$ cat config.mk
export PLATFORM = sky130hd
export DESIGN_NAME = modbus_rtu_register_responder
export DESIGN_NICKNAME = d
export VERILOG_FILES = /design/src/mrr_pkg.sv /design/src/mrr_ctrl.sv /design/src/mrr_datapath.sv /design/src/modbus_rtu_register_responder.sv
export SDC_FILE = /design/constraint.sdc
export NUM_CORES = 1
export LEC_CHECK = 0
export BUFFER_PORTS_ARGS = -buffer_cell sky130_fd_sc_hd__buf_4
export CORE_ASPECT_RATIO = 0.9
export CORE_MARGIN = 3
export CORE_UTILIZATION = 50
export DETAILED_ROUTE_END_ITERATION = 10
export PLACE_DENSITY = 0.66
export SYNTH_ARGS = -nofsm -noshare
export SYNTH_HDL_FRONTEND = slang
export SYNTH_SLANG_ARGS = --single-unit
$ cat constraint.sdc
create_clock -name clk -period 8.8 [get_ports clk]
set_input_delay 0.88 -clock clk [delete_from_list [all_inputs] [get_ports clk]]
set_output_delay 0.88 -clock clk [all_outputs]
set_load 0.1 [all_outputs]
$ cat src/mrr_pkg.sv
// mrr_pkg: shared types, codes and constants of the Modbus RTU register responder
// used by mrr_ctrl, mrr_datapath and modbus_rtu_register_responder
// no dependencies
`default_nettype none

package mrr_pkg;

	// default sizes of the tables and of a read request
	localparam int TABLE_DEPTH_DEF = 16;
	localparam int MAX_READ_DEF    = 29;

	// configuration port
	localparam int CFG_IDX_W  = 2;
	localparam int CFG_DATA_W = 8;

	// register reset values
	localparam logic [7:0] SLAVE_ADDRESS_RST = 8'd1;
	localparam logic       CRC_LOW_FIRST_RST = 1'b1;
	localparam logic [4:0] ENTRIES_RST       = 5'd0;

	// crc-16, reflected form
	localparam logic [15:0] CRC_INIT = 16'hFFFF;
	localparam logic [15:0] CRC_POLY = 16'hA001;

	// modbus function codes that get a reply
	localparam logic [7:0] FC_READ_HOLDING = 8'd3;
	localparam logic [7:0] FC_READ_INPUT   = 8'd4;
	localparam logic [7:0] FC_WRITE_SINGLE = 8'd6;

	// configuration register indexes
	typedef enum logic [CFG_IDX_W-1:0] {
		REG_SLAVE_ADDRESS   = 2'd0,
		REG_CRC_LOW_FIRST   = 2'd1,
		REG_HOLDING_ENTRIES = 2'd2,
		REG_INPUT_ENTRIES   = 2'd3
	} reg_idx_t;

	// item kinds
	typedef enum logic [1:0] {
		OP_REQUEST   = 2'd0,
		OP_SET_ADDR  = 2'd1,
		OP_SET_VALUE = 2'd2
	} op_t;

	// source of the next reply byte
	typedef enum logic [3:0] {
		SRC_SLAVE      = 4'd0,
		SRC_CODE       = 4'd1,
		SRC_BYTE_COUNT = 4'd2,
		SRC_START_HI   = 4'd3,
		SRC_START_LO   = 4'd4,
		SRC_VALUE_HI   = 4'd5,
		SRC_VALUE_LO   = 4'd6,
		SRC_WORD_HI    = 4'd7,
		SRC_WORD_LO    = 4'd8,
		SRC_CRC_FIRST  = 4'd9,
		SRC_CRC_SECOND = 4'd10
	} byte_src_t;

	// controller to datapath
	typedef struct packed {
		logic      capture;    // latch the incoming item
		logic      setup_wr;   // write a table entry from a set-up item
		logic      start;      // load request working registers, clear crc
		logic      scan_clr;   // restart the table scan
		logic      scan_inc;   // step to the next table entry
		logic      word_load;  // take the matched entry's value
		logic      word_clr;   // no match: word reads as zero
		logic      wr_hit;     // store the write value into the matched entry
		logic      addr_inc;   // step to the next register address
		logic      emit;       // load a reply byte when the output is free
		byte_src_t src;
		logic      last;
	} mrr_cmd_t;

	// datapath to controller
	typedef struct packed {
		logic is_setup;
		logic is_req;
		logic is_read;
		logic is_write;
		logic cnt_ok;
		logic words_zero;
		logic scan_end;
		logic match;
		logic out_ready;
	} mrr_sts_t;

	// one byte through the crc-16 register, one bit per step
	function automatic logic [15:0] crc_byte(input logic [15:0] crc_in, input logic [7:0] data);
		logic [15:0] c;
		c = crc_in ^ {8'h00, data};
		for (int b = 0; b < 8; b++) begin
			c = c[0] ? ((c >> 1) ^ CRC_POLY) : (c >> 1);
		end
		return c;
	endfunction

endpackage

`default_nettype wire

$ cat src/mrr_ctrl.sv
// mrr_ctrl: sequencer of the register responder
// depends on mrr_pkg for the command and status structs
`default_nettype none

module mrr_ctrl (
	input  wire logic             clk,
	input  wire logic             arst_n,
	input  wire logic             req_valid,
	output logic                  req_stall,
	input  wire mrr_pkg::mrr_sts_t sts,
	output mrr_pkg::mrr_cmd_t     cmd
);

	typedef enum logic [4:0] {
		S_IDLE,
		S_DECODE,
		S_WSCAN_RD,
		S_WSCAN_CMP,
		S_HDR_SLAVE,
		S_HDR_CODE,
		S_HDR_BCNT,
		S_NEXT_WORD,
		S_SCAN_RD,
		S_SCAN_CMP,
		S_DATA_HI,
		S_DATA_LO,
		S_ECHO_SHI,
		S_ECHO_SLO,
		S_ECHO_VHI,
		S_ECHO_VLO,
		S_CRC_FIRST,
		S_CRC_SECOND
	} state_t;

	state_t state_q;
	state_t state_nxt;

	assign req_stall = (state_q != S_IDLE);

	// next state and commands
	always_comb begin
		state_nxt = state_q;
		cmd       = '0;
		cmd.src   = mrr_pkg::SRC_SLAVE;
		unique case (state_q)
			S_IDLE: begin
				cmd.capture = req_valid;
				if (req_valid) state_nxt = S_DECODE;
			end
			S_DECODE: begin
				priority if (sts.is_setup) begin
					cmd.setup_wr = 1'b1;
					state_nxt    = S_IDLE;
				end else if (sts.is_req && sts.is_read && sts.cnt_ok) begin
					cmd.start = 1'b1;
					state_nxt = S_HDR_SLAVE;
				end else if (sts.is_req && sts.is_write) begin
					cmd.start = 1'b1;
					state_nxt = S_WSCAN_RD;
				end else begin
					state_nxt = S_IDLE;
				end
			end
			// single write: find the first holding entry with this address
			S_WSCAN_RD: begin
				state_nxt = sts.scan_end ? S_HDR_SLAVE : S_WSCAN_CMP;
			end
			S_WSCAN_CMP: begin
				if (sts.match) begin
					cmd.wr_hit = 1'b1;
					state_nxt  = S_HDR_SLAVE;
				end else begin
					cmd.scan_inc = 1'b1;
					state_nxt    = S_WSCAN_RD;
				end
			end
			S_HDR_SLAVE: begin
				cmd.emit = 1'b1;
				cmd.src  = mrr_pkg::SRC_SLAVE;
				if (sts.out_ready) state_nxt = S_HDR_CODE;
			end
			S_HDR_CODE: begin
				cmd.emit = 1'b1;
				cmd.src  = mrr_pkg::SRC_CODE;
				if (sts.out_ready) state_nxt = sts.is_read ? S_HDR_BCNT : S_ECHO_SHI;
			end
			S_HDR_BCNT: begin
				cmd.emit = 1'b1;
				cmd.src  = mrr_pkg::SRC_BYTE_COUNT;
				if (sts.out_ready) state_nxt = S_NEXT_WORD;
			end
			S_NEXT_WORD: begin
				if (sts.words_zero) begin
					state_nxt = S_CRC_FIRST;
				end else begin
					cmd.scan_clr = 1'b1;
					state_nxt    = S_SCAN_RD;
				end
			end
			// read: read then compare one table entry at a time until a match or the end
			S_SCAN_RD: begin
				if (sts.scan_end) begin
					cmd.word_clr = 1'b1;
					state_nxt    = S_DATA_HI;
				end else begin
					state_nxt = S_SCAN_CMP;
				end
			end
			S_SCAN_CMP: begin
				if (sts.match) begin
					cmd.word_load = 1'b1;
					state_nxt     = S_DATA_HI;
				end else begin
					cmd.scan_inc = 1'b1;
					state_nxt    = S_SCAN_RD;
				end
			end
			S_DATA_HI: begin
				cmd.emit = 1'b1;
				cmd.src  = mrr_pkg::SRC_WORD_HI;
				if (sts.out_ready) state_nxt = S_DATA_LO;
			end
			S_DATA_LO: begin
				cmd.emit = 1'b1;
				cmd.src  = mrr_pkg::SRC_WORD_LO;
				if (sts.out_ready) begin
					cmd.addr_inc = 1'b1;
					state_nxt    = S_NEXT_WORD;
				end
			end
			S_ECHO_SHI: begin
				cmd.emit = 1'b1;
				cmd.src  = mrr_pkg::SRC_START_HI;
				if (sts.out_ready) state_nxt = S_ECHO_SLO;
			end
			S_ECHO_SLO: begin
				cmd.emit = 1'b1;
				cmd.src  = mrr_pkg::SRC_START_LO;
				if (sts.out_ready) state_nxt = S_ECHO_VHI;
			end
			S_ECHO_VHI: begin
				cmd.emit = 1'b1;
				cmd.src  = mrr_pkg::SRC_VALUE_HI;
				if (sts.out_ready) state_nxt = S_ECHO_VLO;
			end
			S_ECHO_VLO: begin
				cmd.emit = 1'b1;
				cmd.src  = mrr_pkg::SRC_VALUE_LO;
				if (sts.out_ready) state_nxt = S_CRC_FIRST;
			end
			S_CRC_FIRST: begin
				cmd.emit = 1'b1;
				cmd.src  = mrr_pkg::SRC_CRC_FIRST;
				if (sts.out_ready) state_nxt = S_CRC_SECOND;
			end
			S_CRC_SECOND: begin
				cmd.emit = 1'b1;
				cmd.src  = mrr_pkg::SRC_CRC_SECOND;
				cmd.last = 1'b1;
				if (sts.out_ready) state_nxt = S_IDLE;
			end
			default: state_nxt = S_IDLE;
		endcase
	end

	// state register
	always_ff @(posedge clk or negedge arst_n) begin
		if (!arst_n) begin
			state_q <= S_IDLE;
		end else begin
			state_q <= state_nxt;
		end
	end

endmodule

`default_nettype wire

$ cat src/mrr_datapath.sv
// mrr_datapath: configuration, register tables, table scan, crc-16 and reply output register
// depends on mrr_pkg; driven by mrr_ctrl through mrr_cmd_t
`default_nettype none

module mrr_datapath #(
	parameter int TABLE_DEPTH = mrr_pkg::TABLE_DEPTH_DEF,
	parameter int MAX_READ    = mrr_pkg::MAX_READ_DEF
) (
	input  wire logic                           clk,
	input  wire logic                           arst_n,
	input  wire logic                           cfg_we,
	input  wire logic [mrr_pkg::CFG_IDX_W-1:0]  cfg_index,
	input  wire logic [mrr_pkg::CFG_DATA_W-1:0] cfg_data,
	input  wire logic [1:0]                     opcode,
	input  wire logic                           table_select,
	input  wire logic [3:0]                     entry_index,
	input  wire logic [15:0]                    entry_word,
	input  wire logic [7:0]                     function_code,
	input  wire logic [15:0]                    start_address,
	input  wire logic [15:0]                    count_or_value,
	input  wire mrr_pkg::mrr_cmd_t              cmd,
	output mrr_pkg::mrr_sts_t                   sts,
	input  wire logic                           rsp_stall,
	output logic                                rsp_valid,
	output logic [7:0]                          reply_byte,
	output logic                                last_byte
);

	localparam int IW = (TABLE_DEPTH > 1) ? $clog2(TABLE_DEPTH) : 1;
	localparam int SW = $clog2(TABLE_DEPTH + 1);
	localparam int WW = $clog2(MAX_READ + 1);

	// configuration registers
	logic [7:0] slave_addr_q;
	logic       crc_lo_first_q;
	logic [4:0] hold_n_q;
	logic [4:0] inp_n_q;

	// captured item
	logic [1:0]  opcode_q;
	logic        tsel_q;
	logic [3:0]  idx_q;
	logic [15:0] eword_q;
	logic [7:0]  code_q;
	logic [15:0] start_q;
	logic [15:0] cv_q;

	// request working registers
	logic [15:0]   addr_q;
	logic [WW-1:0] words_q;
	logic          tab_q;
	logic [SW-1:0] scan_q;
	logic [15:0]   word_q;
	logic [15:0]   crc_q;

	// tables
	logic [15:0] haddr_mem [TABLE_DEPTH];
	logic [15:0] hval_mem  [TABLE_DEPTH];
	logic [15:0] iaddr_mem [TABLE_DEPTH];
	logic [15:0] ival_mem  [TABLE_DEPTH];
	logic [TABLE_DEPTH-1:0] hval_vld_q;
	logic [TABLE_DEPTH-1:0] ival_vld_q;
	logic [15:0] rd_addr_s1;
	logic [15:0] rd_val_s1;
	logic        rd_vld_s1;

	// output register
	logic       out_valid_q;
	logic [7:0] out_byte_q;
	logic       out_last_q;

	logic          idx_ok;
	logic [IW-1:0] widx;
	logic [IW-1:0] sidx;
	logic [4:0]    n_sel;
	logic [SW-1:0] n_used;
	logic          hv_we;
	logic [IW-1:0] hv_wa;
	logic [15:0]   hv_wd;
	logic          iv_we;
	logic          ha_we;
	logic          ia_we;
	logic          out_ready;
	logic          out_load;
	logic [7:0]    byte_mux;
	logic          is_crc_src;

	// configuration writes
	always_ff @(posedge clk or negedge arst_n) begin
		if (!arst_n) begin
			slave_addr_q   <= mrr_pkg::SLAVE_ADDRESS_RST;
			crc_lo_first_q <= mrr_pkg::CRC_LOW_FIRST_RST;
			hold_n_q       <= mrr_pkg::ENTRIES_RST;
			inp_n_q        <= mrr_pkg::ENTRIES_RST;
		end else if (cfg_we) begin
			unique case (cfg_index)
				mrr_pkg::REG_SLAVE_ADDRESS:   slave_addr_q   <= cfg_data[7:0];
				mrr_pkg::REG_CRC_LOW_FIRST:   crc_lo_first_q <= cfg_data[0];
				mrr_pkg::REG_HOLDING_ENTRIES: hold_n_q       <= cfg_data[4:0];
				mrr_pkg::REG_INPUT_ENTRIES:   inp_n_q        <= cfg_data[4:0];
				default: ;
			endcase
		end
	end

	// item capture
	always_ff @(posedge clk) begin
		if (cmd.capture) begin
			opcode_q <= opcode;
			tsel_q   <= table_select;
			idx_q    <= entry_index;
			eword_q  <= entry_word;
			code_q   <= function_code;
			start_q  <= start_address;
			cv_q     <= count_or_value;
		end
	end

	// entries in use, clipped to the table depth
	assign n_sel = tab_q ? inp_n_q : hold_n_q;
	always_comb begin
		if (32'(n_sel) > TABLE_DEPTH) begin
			n_used = SW'(TABLE_DEPTH);
		end else begin
			n_used = SW'(n_sel);
		end
	end

	assign idx_ok = (32'(idx_q) < TABLE_DEPTH);
	assign widx   = IW'(idx_q);
	assign sidx   = scan_q[IW-1:0];

	// table write enables; holding values take set-up writes and write hits
	always_comb begin
		ha_we = cmd.setup_wr && idx_ok && (opcode_q == mrr_pkg::OP_SET_ADDR) && !tsel_q;
		ia_we = cmd.setup_wr && idx_ok && (opcode_q == mrr_pkg::OP_SET_ADDR) && tsel_q;
		iv_we = cmd.setup_wr && idx_ok && (opcode_q == mrr_pkg::OP_SET_VALUE) && tsel_q;
		hv_we = (cmd.setup_wr && idx_ok && (opcode_q == mrr_pkg::OP_SET_VALUE) && !tsel_q)
			|| cmd.wr_hit;
		hv_wa = cmd.wr_hit ? sidx : widx;
		hv_wd = cmd.wr_hit ? cv_q : eword_q;
	end

	// table memories with registered read at the scan index
	always_ff @(posedge clk) begin
		if (ha_we) haddr_mem[widx] <= eword_q;
		if (ia_we) iaddr_mem[widx] <= eword_q;
		if (iv_we) ival_mem[widx] <= eword_q;
		if (hv_we) hval_mem[hv_wa] <= hv_wd;
		rd_addr_s1 <= tab_q ? iaddr_mem[sidx] : haddr_mem[sidx];
		rd_val_s1  <= tab_q ? ival_mem[sidx] : hval_mem[sidx];
		rd_vld_s1  <= tab_q ? ival_vld_q[sidx] : hval_vld_q[sidx];
	end

	// value valid bits: an unwritten value reads as zero
	always_ff @(posedge clk or negedge arst_n) begin
		if (!arst_n) begin
			hval_vld_q <= '0;
			ival_vld_q <= '0;
		end else begin
			if (hv_we) hval_vld_q[hv_wa] <= 1'b1;
			if (iv_we) ival_vld_q[widx] <= 1'b1;
		end
	end

	// reply byte selection
	always_comb begin
		unique case (cmd.src)
			mrr_pkg::SRC_SLAVE:      byte_mux = slave_addr_q;
			mrr_pkg::SRC_CODE:       byte_mux = code_q;
			mrr_pkg::SRC_BYTE_COUNT: byte_mux = {cv_q[6:0], 1'b0};
			mrr_pkg::SRC_START_HI:   byte_mux = start_q[15:8];
			mrr_pkg::SRC_START_LO:   byte_mux = start_q[7:0];
			mrr_pkg::SRC_VALUE_HI:   byte_mux = cv_q[15:8];
			mrr_pkg::SRC_VALUE_LO:   byte_mux = cv_q[7:0];
			mrr_pkg::SRC_WORD_HI:    byte_mux = word_q[15:8];
			mrr_pkg::SRC_WORD_LO:    byte_mux = word_q[7:0];
			mrr_pkg::SRC_CRC_FIRST:  byte_mux = crc_lo_first_q ? crc_q[7:0] : crc_q[15:8];
			mrr_pkg::SRC_CRC_SECOND: byte_mux = crc_lo_first_q ? crc_q[15:8] : crc_q[7:0];
			default:                 byte_mux = 8'h00;
		endcase
	end

	assign is_crc_src = (cmd.src == mrr_pkg::SRC_CRC_FIRST)
		|| (cmd.src == mrr_pkg::SRC_CRC_SECOND);
	assign out_ready = !out_valid_q || !rsp_stall;
	assign out_load  = cmd.emit && out_ready;

	// request working registers and running crc
	always_ff @(posedge clk) begin
		if (cmd.start) begin
			addr_q  <= start_q;
			words_q <= WW'(cv_q);
			tab_q   <= (code_q == mrr_pkg::FC_READ_INPUT);
		end else if (cmd.addr_inc) begin
			addr_q  <= addr_q + 16'd1;
			words_q <= words_q - WW'(1);
		end
		priority if (cmd.start || cmd.scan_clr) begin
			scan_q <= '0;
		end else if (cmd.scan_inc) begin
			scan_q <= scan_q + SW'(1);
		end else begin
			scan_q <= scan_q;
		end
		if (cmd.word_load) begin
			word_q <= rd_vld_s1 ? rd_val_s1 : 16'h0000;
		end else if (cmd.word_clr) begin
			word_q <= 16'h0000;
		end
		if (cmd.start) begin
			crc_q <= mrr_pkg::CRC_INIT;
		end else if (out_load && !is_crc_src) begin
			crc_q <= mrr_pkg::crc_byte(crc_q, byte_mux);
		end
	end

	// output register
	always_ff @(posedge clk or negedge arst_n) begin
		if (!arst_n) begin
			out_valid_q <= 1'b0;
		end else if (out_load) begin
			out_valid_q <= 1'b1;
		end else if (!rsp_stall) begin
			out_valid_q <= 1'b0;
		end
	end

	always_ff @(posedge clk) begin
		if (out_load) begin
			out_byte_q <= byte_mux;
			out_last_q <= cmd.last;
		end
	end

	assign rsp_valid  = out_valid_q;
	assign reply_byte = out_byte_q;
	assign last_byte  = out_last_q;

	// status for the sequencer
	always_comb begin
		sts            = '0;
		sts.is_setup   = (opcode_q == mrr_pkg::OP_SET_ADDR) || (opcode_q == mrr_pkg::OP_SET_VALUE);
		sts.is_req     = (opcode_q == mrr_pkg::OP_REQUEST);
		sts.is_read    = (code_q == mrr_pkg::FC_READ_HOLDING) || (code_q == mrr_pkg::FC_READ_INPUT);
		sts.is_write   = (code_q == mrr_pkg::FC_WRITE_SINGLE);
		sts.cnt_ok     = (32'(cv_q) <= MAX_READ);
		sts.words_zero = (words_q == '0);
		sts.scan_end   = (scan_q == n_used);
		sts.match      = (rd_addr_s1 == addr_q);
		sts.out_ready  = out_ready;
	end

endmodule

`default_nettype wire

$ cat src/modbus_rtu_register_responder.sv
// modbus_rtu_register_responder: top level of the Modbus RTU slave register responder
// depends on mrr_pkg, mrr_ctrl and mrr_datapath
`default_nettype none

// Takes one item at a time on the req channel: set-up items write an address or a value
// into the holding or input table and give no reply; requests with code 3 or 4 read
// registers, code 6 writes one holding register, and each of these replies with one byte
// per rsp item, ending with the CRC-16 (last_byte marks the final byte). Other codes and
// reads of more than MAX_READ registers are dropped silently. An item is held for its
// whole reply: a set-up item is captured, then decoded; a request is captured, decoded,
// then emits its reply bytes in order, and every register word also starts a
// search of the table, one entry at a time through the registered table read port,
// stopping at the first match; a single write searches the holding table the same
// way before its echo. Stalls on rsp hold the reply in place.
// The tables need no clearing after reset.
module modbus_rtu_register_responder #(
	parameter int TABLE_DEPTH = mrr_pkg::TABLE_DEPTH_DEF,
	parameter int MAX_READ    = mrr_pkg::MAX_READ_DEF
) (
	input  wire logic                           clk,
	input  wire logic                           arst_n,
	input  wire logic                           cfg_we,
	input  wire logic [mrr_pkg::CFG_IDX_W-1:0]  cfg_index,
	input  wire logic [mrr_pkg::CFG_DATA_W-1:0] cfg_data,
	input  wire logic                           req_valid,
	output logic                                req_stall,
	input  wire logic [1:0]                     opcode,
	input  wire logic                           table_select,
	input  wire logic [3:0]                     entry_index,
	input  wire logic [15:0]                    entry_word,
	input  wire logic [7:0]                     function_code,
	input  wire logic [15:0]                    start_address,
	input  wire logic [15:0]                    count_or_value,
	output logic                                rsp_valid,
	input  wire logic                           rsp_stall,
	output logic [7:0]                          reply_byte,
	output logic                                last_byte
);

	mrr_pkg::mrr_cmd_t cmd;
	mrr_pkg::mrr_sts_t sts;

	// sequencer
	mrr_ctrl u_ctrl (
		.clk       (clk),
		.arst_n    (arst_n),
		.req_valid (req_valid),
		.req_stall (req_stall),
		.sts       (sts),
		.cmd       (cmd)
	);

	// tables, crc and output register
	mrr_datapath #(
		.TABLE_DEPTH (TABLE_DEPTH),
		.MAX_READ    (MAX_READ)
	) u_datapath (
		.clk            (clk),
		.arst_n         (arst_n),
		.cfg_we         (cfg_we),
		.cfg_index      (cfg_index),
		.cfg_data       (cfg_data),
		.opcode         (opcode),
		.table_select   (table_select),
		.entry_index    (entry_index),
		.entry_word     (entry_word),
		.function_code  (function_code),
		.start_address  (start_address),
		.count_or_value (count_or_value),
		.cmd            (cmd),
		.sts            (sts),
		.rsp_stall      (rsp_stall),
		.rsp_valid      (rsp_valid),
		.reply_byte     (reply_byte),
		.last_byte      (last_byte)
	);

	// an accepted item holds off the next one while it is decoded
	a_accept_blocks: assert property (@(posedge clk) disable iff (!arst_n)
		req_valid && !req_stall |=> req_stall)
		else $error("item accepted while the previous one was still being decoded");

	// capture, table write, request start and byte emit never overlap
	a_cmd_exclusive: assert property (@(posedge clk) disable iff (!arst_n)
		$onehot0({cmd.capture, cmd.setup_wr, cmd.start, cmd.emit}))
		else $error("controller issued overlapping commands");

	// a stalled reply byte stays offered and unchanged
	a_rsp_hold: assert property (@(posedge clk) disable iff (!arst_n)
		rsp_valid && rsp_stall |=> rsp_valid && $stable(reply_byte) && $stable(last_byte))
		else $error("reply byte changed while stalled");

endmodule

`default_nettype wire

==> metrics list <==
- Period minus WS final: 4.39 ns
- Final Setup Violations: 0
- The setup path with the least slack is of type flip-flop to flip-flop.
- VDD sags by at most 228 uV.
- After layout, the worst path uses 49.9% of the clock period.
- The hold violation total from the final report is 0.
- Aggregate negative setup slack: 0 ns
- For the worst setup path, the data required time is 9.10 ns.
- At the end of routability-driven placement, the weighted congestion stood at 0.886.
- For this run, the slowest stage of the critical path takes 1.21 ns.
- The initial antenna violation count is 4.
- Share of flip-flops with an asynchronous set or reset after synthesis: 4.56%
* Quantity of hold-fixing buffers added after cts: 0
- The floorplan step defined a die boundary enclosing 102,000 sq um.
- Per report_power, the sequential group accounts for 43.9% of the total.
- Pre-Repair DR Iteration Count: 5
- Most frequent standard cell in the layout excluding fill and tap cells: edfxtp_1
* Switch share: 30.1%
- In the routed design, unresolved DRC markers number 0.
- PostCTS Resize Cnt: 0
- Entering global routing, the biggest net connects 114 pins.
- Along the worst path, the maximum fanout reaches 23.
- In this run the worst hold path is classified as primary input to asynchronous set/reset pin.
- Vias per cell: 6.28
- Most frequent cells in the layout: 1,134 x edfxtp_1, 331 x mux4_2, 136 x buf_4, 119 x clkbuf_16, 76 x mux2_2
- After legalization and detailed placement, the total HPWL measured 73,500 microns.
- Clock-pin slew was measured on the worst setup and hold paths at 0.07 ns.
- Setup Buffers After CTS: 0
* Buffers plus inverters on the worst setup path: 0
- For this run, the number of Yosys warnings is 0.
- Setup slack closes at 4.41 ns.
- Total track usage: 23.7%
- Area of the mapped netlist: 48,900 sq um
- Count of routing violations after the opening detailed-route iteration: 3,015
- Wire segments on met2 add up to 58,200 microns in the final route.
- Counting flops and latches in the post-synthesis netlist gives 1,249.
* Power Internal: 11.8 mW
- Overflow left after global routing: 0
- The max-slew violation count is 0.
- Critical path, cell by cell: nor3_1 > and2_0 > nand4_1 > nor2_2
* Metal1 wirelength: 48,300 microns
* Number of distinct library cell variants in the gate-level netlist after synthesis: 73
* Post-Route WL: 120,000 microns
- Count of flip-flops with a built-in enable after synthesis: 1,134
- Fill cell total of the finished layout: 7,050
- After technology mapping, the gate count stands at 2,329.
* Net Count, Synth: 2,414
- Cells with a size suffix above 1 make up 31.9% of the layout.
- Hold_ws: 0.274 ns
- The area growth from synthesis to layout is 12.5%.
- Die Span Y: 303 microns
- Starting Density: 50.6%
- At the later pin of the worst-skew pair, clock insertion delay measures 0.70 ns.
* Critical path startpoint category: flip-flop
- The clock passes through at most 3 buffers.
- Result of the run: finished clean
* Worst setup timing slack at the placement stage: 4.52 ns
- Area of the core region: 96,800 sq um
* Number of sinks handled by clock tree synthesis: 1,249
* Arrival time at the worst endpoint: 4.69 ns
- The highest metal layer carrying signal wires in the routed design is met4.
* Final ANT Viol Nets: 0
* Number of nets in the layout: 2,553
- The number of clock buffers added by TritonCTS is 118.
- Critical Path Sink Type: flip-flop
- The tool flagged a number of max-cap violations equal to 0.
* Cell chosen for the clock root: clkbuf_16
* Die boundary width: 336 microns
- Derived from the worst setup path, the maximum achievable clock frequency is 228 MHz.
- For this design the total switching power over the nets is 5.09 mW.
- The routed layout has 24,101 vias.
- Clock tree from TritonCTS: yes
- Static Leakage: 17.7 nW
* Placed Cells: 3,613
* Wire length of the first global-routing pass: 173,000 microns
* Number of buffers inserted by port buffering: 88
* Avg Inst Size Synth: 21.0 sq um
* Worst Clk Skew: 0.0311 ns
- Pin placement for this block handled 89 I/O pins.
* Met3 WL post-DR: 10,100 microns
* Most used DFF post-synth: edfxtp_1
- Via count of the first global-routing pass: 23,992
- The floorplan has 108 rows.
- Per report_power, the clock group accounts for 29.2% of the total.
* Pwr per Cell Area: 308 nW/um^2
* Unrepaired setup endpoints after global routing: no
- For the pin with the worst max-slew slack, the measured transition is 1.18 ns.
- Combinational logic burns 26.9% of the power.
- The kind of cell with the highest combined delay along the critical path is simple AND/OR/NAND/NOR gates.
- In the final routed layout, each cell accounts on average for 31.1 microns.
- The slowest stage of the critical path belongs to the cell nor2_2.
- The completed layout was analyzed and its total power is 16.9 mW.
- The finished layout holds 3,839 standard cells, fillers aside.
- Sequential area share after synthesis: 74.9%
* H-tree lvl count: 3
- The worst pin sits at a relative slew slack of 21.2%.
[area by class of cell]
| cell class | count | area [sq um] | area share [%] |
|---|---|---|---|
| sequential | 1249 | 36700 | 66.6 |
| multi-input combinational | 948 | 11900 | 21.6 |
| clock buffer | 157 | 3150 | 5.73 |
| tap | 1265 | 1580 | 2.88 |
| timing repair buffer | 137 | 1040 | 1.89 |
| clock inverter | 67 | 627 | 1.14 |
| inverter | 14 | 52.6 | 0.0955 |
| antenna | 2 | 5.00 | 0.00910 |
[per-stage QoR]
step,area (sq um),utilization (%)
floorplan,48900,-
global placement,51200,52.9
detailed placement,51200,52.9
CTS,55000,56.9
global route,55000,56.9
finish,55000,56.9
[cell usage after synthesis (all sizes together), types with 5 or more instances]
master / instances / area share (%)
or2: 33 / 0.42
o211ai: 8 / 0.12
a2111o: 6 / 0.14
nor2b: 13 / 0.18
a21oi: 17 / 0.17
nand3b: 5 / 0.077
dfxtp: 58 / 2.4
buf: 46 / 0.45
mux2i: 26 / 0.53
nand2b: 6 / 0.077
nand3: 30 / 0.31
nand4: 15 / 0.19
nand2: 72 / 0.55
clkbuf: 72 / 0.55
xor2: 20 / 0.40
nor3b: 5 / 0.087
edfxtp: 1134 / 70
nor4: 7 / 0.10
inv: 12 / 0.092
mux2: 78 / 1.8
xnor2: 42 / 0.78
nor2: 97 / 0.75
nor3: 15 / 0.17
dfrtp: 55 / 2.8
and2: 18 / 0.23
and3: 16 / 0.20
o21ai: 29 / 0.30
ha: 7 / 0.18
a211o: 5 / 0.090
a31oi: 6 / 0.077
a221o: 5 / 0.10
mux4: 331 / 15
[state kept, by name, summed over array words and instances (netlist names), 8 cells and up, named ones only]
name,count
u_datapath.slave_addr_q,8
u_datapath.hval_mem,256
u_datapath.cv_q,16
u_datapath.eword_q,16
u_datapath.addr_q,16
u_datapath.start_q,16
u_datapath.word_q,16
u_datapath.ival_vld_q,16
u_datapath.haddr_mem,256
u_datapath.iaddr_mem,256
u_datapath.crc_q,16
u_datapath.code_q,8
u_datapath.hval_vld_q,16
u_datapath.ival_mem,256
u_datapath.rd_addr_s1,16
u_datapath.reply_byte,8
u_datapath.rd_val_s1,16
[per-layer routing]
layer,GRT usage [%],vias to the layer above
met4,6.46,0
met2,37.9,1137
li1,-,9846
met3,4.18,178
met5,0,-
met1,34.3,12940
[worst paths after layout]
| path | startpoint | end | slack, ns | depth (start not counted) |
|---|---|---|---|---|
| max | u_ctrl.state_q[2] | u_datapath.ival_mem[7][12] | 4.41 | 4 |
| min | arst_n | u_datapath.rsp_valid | 0.27 | 1 |
| max reg2reg | u_ctrl.state_q[2] | u_datapath.ival_mem[7][12] | 4.41 | 4 |
| min reg2reg | u_datapath.ival_vld_q[1] | u_datapath.ival_vld_q[1] | 0.47 | 1 |
| max in group asynchronous | arst_n | u_datapath.ival_vld_q[10] | 7.89 | 1 |
| min in group clk | entry_word[1] | u_datapath.eword_q[1] | 0.35 | 1 |
[kinds of logic after synthesis]
kind of cell / count (synthesis) / share of synthesized area, %
fa+ha+maj: 7 / 0.179
simple gates: 345 / 3.57
mux: 435 / 17.6
compound gates: 97 / 1.38
buf+inv: 132 / 1.11
xor+xnor: 64 / 1.28
flops: 1249 / 74.9
[power by group through the flow]
stage          sequential [mW]  clock (mW)  combinational, mW
5_1_grt                   7.47        5.26               4.79
3_5_place_dp              7.56           0               4.58
2_1_floorplan             7.33           0               3.38
3_3_place_gp              7.55           0               4.55
4_1_cts                   7.43        5.03               4.60
6_report                  7.43        4.95               4.55
Power figures use the tool's default switching activity.
